--- config.mk ---
export PLATFORM = sky130hd
export DESIGN_NAME = kpq_cell
export DESIGN_NICKNAME = d
export VERILOG_FILES = /design/src/design/kpq_pkg.sv /design/src/design/kpq_cell.sv
export SDC_FILE = /design/constraint.sdc
export NUM_CORES = 1
export LEC_CHECK = 0
export BUFFER_PORTS_ARGS = -buffer_cell sky130_fd_sc_hd__buf_2
export CORE_MARGIN = 5
export CORE_UTILIZATION = 40
export DETAILED_ROUTE_END_ITERATION = 6
export PLACE_DENSITY = 0.81
export SLEW_MARGIN = 10
export SYNTH_ARGS = -nofsm -noshare
export SYNTH_HDL_FRONTEND = slang
export SYNTH_SLANG_ARGS = --single-unit
--- constraint.sdc ---
create_clock -name clock -period 9 [get_ports clock]
set_clock_uncertainty 0.15 [all_clocks]
set_input_delay 2.7 -clock clock [delete_from_list [all_inputs] [get_ports clock]]
set_output_delay 2.7 -clock clock [all_outputs]
set_load 0.05 [all_outputs]
--- src/design/kpq_pkg.sv ---
package kpq_pkg;

   localparam int CAPACITY_DEF = 64;
   localparam int KEY_BITS_DEF = 32;
   localparam int KIND_BITS    = 2;
   localparam int ITEM_BITS    = 32;
   localparam int SCORE_BITS   = 16;
   localparam int STATUS_BITS  = 2;

   localparam logic [KIND_BITS-1:0] KIND_RATE   = 2'd0;
   localparam logic [KIND_BITS-1:0] KIND_REMOVE = 2'd1;
   localparam logic [KIND_BITS-1:0] KIND_QUERY  = 2'd2;

   localparam logic [STATUS_BITS-1:0] STATUS_DONE      = 2'd0;
   localparam logic [STATUS_BITS-1:0] STATUS_NOT_FOUND = 2'd1;
   localparam logic [STATUS_BITS-1:0] STATUS_FULL      = 2'd2;
   localparam logic [STATUS_BITS-1:0] STATUS_EMPTY     = 2'd3;

   typedef struct packed {
      logic [KIND_BITS-1:0]  kind;
      logic [ITEM_BITS-1:0]  item_key;
      logic [SCORE_BITS-1:0] score;
   } kpq_req_type;

   typedef struct packed {
      logic [STATUS_BITS-1:0] status;
      logic                   top_valid;
      logic [ITEM_BITS-1:0]   top_key;
      logic [SCORE_BITS-1:0]  top_score;
   } kpq_rsp_type;

   // operation broadcast to every slot of the chain
   typedef struct packed {
      logic                  remove_en;
      logic                  insert_en;
      logic [SCORE_BITS-1:0] score;
   } kpq_ctrl_type;

endpackage

--- src/design/kpq_cell.sv ---
module kpq_cell #(
   parameter int KeyBits = kpq_pkg::KEY_BITS_DEF
) (
   input  logic                            clock,
   input  logic                            reset,
   input  kpq_pkg::kpq_ctrl_type           ctrl,
   input  logic [KeyBits-1:0]              new_key,
   input  logic                            left_valid,
   input  logic [KeyBits-1:0]              left_key,
   input  logic [kpq_pkg::SCORE_BITS-1:0]  left_score,
   input  logic                            left_ge,
   input  logic                            right_valid,
   input  logic [KeyBits-1:0]              right_key,
   input  logic [kpq_pkg::SCORE_BITS-1:0]  right_score,
   input  logic                            found_in,
   output logic                            found_out,
   output logic                            ge_out,
   output logic                            valid_out,
   output logic [KeyBits-1:0]              key_out,
   output logic [kpq_pkg::SCORE_BITS-1:0]  score_out,
   output logic                            next_valid,
   output logic [KeyBits-1:0]              next_key,
   output logic [kpq_pkg::SCORE_BITS-1:0]  next_score
);
   import kpq_pkg::*;

   logic                  valid_ff, valid_in;
   logic [KeyBits-1:0]    key_ff, key_in;
   logic [SCORE_BITS-1:0] score_ff, score_in;

   assign found_out = found_in | (valid_ff && key_ff == new_key);
   assign ge_out    = valid_ff && (score_ff >= ctrl.score);

   always_comb begin
      valid_in = valid_ff;
      key_in   = key_ff;
      score_in = score_ff;
      if (ctrl.remove_en && found_out) begin
         // close the hole: pull from the right
         valid_in = right_valid;
         key_in   = right_key;
         score_in = right_score;
      end else if (ctrl.insert_en && !ge_out) begin
         if (left_ge) begin
            valid_in = 1'b1;
            key_in   = new_key;
            score_in = ctrl.score;
         end else begin
            valid_in = left_valid;
            key_in   = left_key;
            score_in = left_score;
         end
      end
   end

   always_ff @(posedge clock) begin
      if (reset) begin
         valid_ff <= 1'b0;
      end else begin
         valid_ff <= valid_in;
      end
      key_ff   <= key_in;
      score_ff <= score_in;
   end

   assign valid_out  = valid_ff;
   assign key_out    = key_ff;
   assign score_out  = score_ff;
   assign next_valid = valid_in;
   assign next_key   = key_in;
   assign next_score = score_in;

endmodule

==> results.cfg <==
[status]
outcome = finished, final reports clean

[worst_hold_path]
hold_path_class = flop to flop

[detailed_routing]
wl_per_cell_um = 17.3
num_vias = 3475
post_drt_via_cell_ratio = 5.03
drtPass1Iterations = 4
drt_iter0_markers = 66
wl_um = 11900
ant_nets = 0
drcViolationCount = 0

[worst_setup_path]
worst_setup_path_start_kind = primary input
slowest_delay_ps = 460
path_cells = buf_2 > inv_1 > ha_1 > a21oi_1 > o21ai_0 > nor4_1 > a41o_2 > buf_12 > mux2_2 > mux2_2 > buf_2
cp_max_fo = 44
crit_family = multiplexers
cp.required_ps = 6150
path_buf_inv = 4
critical_path_class = primary input to output port
crit_arrival_ps = 5440
cp-end-kind = output port
crit_slowest_cell = nor4_1

[grt]
gr-total-overflow = 0
grt_max_degree = 45
grt_first_pass_wirelength_um = 17600
grt_util_all_layers_pct = 21.1
antenna_found_initial = 1
grt_pass1_vias = 3584
globalRouteMet2Util_pct = 40.5
met1_usage_pct = 21.4
met3_usage_pct = 7.11
busiest_layer = met2

[timing]
rsz0062_at_grt = no
fmax_mhz = 121
fin_crit_sh_pct = 92.1
finalHoldViolCount = 0
drv_slew = 0
final.setup.tns_ps = 0
worst_slew_pin_slew_ps = 792
period_needed_ps = 8290
max_slew_margin_pct = 47.2
setup_viol = 0
fin_hold_ws_ps = 513

[floorplanning]
placementRows = 34
dieHeight_um = 103
initial_utilization_pct = 40.4
die-area_sq_um = 10700
die_w_um = 103
fp.coreArea_sq_um = 8590
io_pins = 252

[yosys]
synth_top_family_by_area = multiplexers
syn-num-nets = 505
syn_avg_cell_area_sq_um = 10.3
ys_ff_latch = 49
synth_area_leader_cell = mux2_2
synth-xor-area-share_pct = 8.06
yosysWarningCount = 0
synth_seq_area_share_pct = 28.2
yosysTopAreaCellShare_pct = 35.0
syn_area_sq_um = 3480
yosysUniqueCellTypes = 31
synthSimpleGateAreaFrac_pct = 6.37
synthAdderAreaFrac_pct = 5.76
synth_compound_gate_area_share_pct = 5.33
synth_top_cells_by_area = mux2_2 (35%), dfxtp_1 (28%), xnor2_1 (7.3%)
syn_inst = 337
synth_mux_area_share_pct = 41.7

[clocking]
hold_buffers = 0
clk_latency_ps = 300
clockBufferDepth = 2
htree_levels = 2
cts_root_buffer = clkbuf_8
post_cts_buffers = 0
clk_pin_slew_ps = 100
cts_tree = done
cts-buffers-inserted = 5
clock-sinks = 49
post_cts_resized = 0

[job]
drv_cap = 0

[pwr]
peakVddDrop_uv = 136
p_leak_nw = 2.40
powerDensity_nw_per_um2 = 238

[placement]
gp_congestion = 0.862
dpl.hpwl_um = 9930
numPortBuffers = 251

[finish]
syn2layout_area_growth_pct = 41.8
fin_nets = 749
drive_above_1_share_pct = 64.3
-- cells in the mapped netlist, drive strengths merged --
| cell type | n |
|---|---|
| mux2 | 127 |
| dfxtp | 49 |
| xnor2 | 29 |
| a21oi | 22 |
| inv | 18 |
| ha | 16 |
| nor2 | 16 |
| buf | 10 |
| nand4 | 10 |
| nand2 | 8 |
| clkbuf | 7 |
| nor3 | 3 |
| nor4 | 3 |
| o21ai | 3 |
| xor2 | 3 |
| mux2i | 2 |
| nor2b | 2 |
| a2111o | 1 |
| a221oi | 1 |
| a22oi | 1 |
| a31o | 1 |
| a31oi | 1 |
| a41o | 1 |
| nand2b | 1 |
| nand3 | 1 |
| o21a | 1 |
-- flip-flops by register name, indices dropped and copies added, names as in the netlist --
register and flops:
valid_out 1, key_out 32, score_out 16
-- final cells by class --
type / count / area (sq um)
Sequential cell: 49 / 981
Antenna cell: 1 / 2.50
Inverter: 18 / 67.6
Clock inverter: 2 / 38.8
Fill cell: 800 / 3660
Multi-Input combinational cell: 253 / 2340
Clock buffer: 6 / 72.6
Tap cell: 108 / 135
Timing Repair Buffer: 254 / 1290
-- per-layer routing --
metal  wire length (um)  up-vias
li1                   -     1692
met1               4090     1612
met2               6390      149
met3               1130       22
met4                329        0
met5                  0        -
-- cells in the final DEF (no fill, tap or decap), types with 5 or more instances in the layout --
cell	count
ha_1	16
nand4_1	9
inv_1	18
mux2_2	108
nor2_1	16
buf_2	251
mux2_1	19
xnor2_1	29
clkbuf_8	5
nand2_1	7
a21oi_1	22
dfxtp_1	49
-- stage by stage --
step	worst slack [ps]	power [mW]	area (sq um)	instances	util, %
detailed placement	706	1.02	4820	682	56.0
global route	516	1.24	4930	691	57.4
global placement	769	1.01	4820	682	56.0
floorplan	1270	0.845	3480	337	-
finish	711	1.18	4930	691	57.4
CTS	702	1.19	4930	690	57.3
-- kinds of logic after synthesis --
group                      after synthesis
adders and majority gates               16
muxes                                  129
buffers and inverters                   35
and+or+nand+nor                         44
AOI/OAI and AO/OA                       32
DFF                                     49
xor gates and xnor gates                32
-- final timing paths --
path | start | endpoint | slack (ps) | cells after the start
hold / removal | key_out[26] | key_out[26] | 510 | 2
setup / recovery | ctrl[13] | next_key[2] | 710 | 11
hold reg to reg | key_out[26] | key_out[26] | 510 | 2
setup reg to reg | score_out[13] | key_out[2] | 6010 | 8
-- power breakdown --
part	leakage (nW)	total, mW	switching [mW]	internal, mW
registers	0.413	0.304	0.0391	0.265
clock network	0.0554	0.166	0.0827	0.0838
logic	1.93	0.705	0.486	0.219
total	2.40	1.18	0.607	0.568
-- worst register-to-register path, cell delays in order (launching register included) --
cell     delay, ps
dfxtp_1        340
ha_1           300
a21oi_1        160
o21ai_0        100
nor4_1         460
a41o_2         390
buf_12         270
mux2_2         430
mux2_2         280
Note: power is estimated with default switching activity, not from simulation.
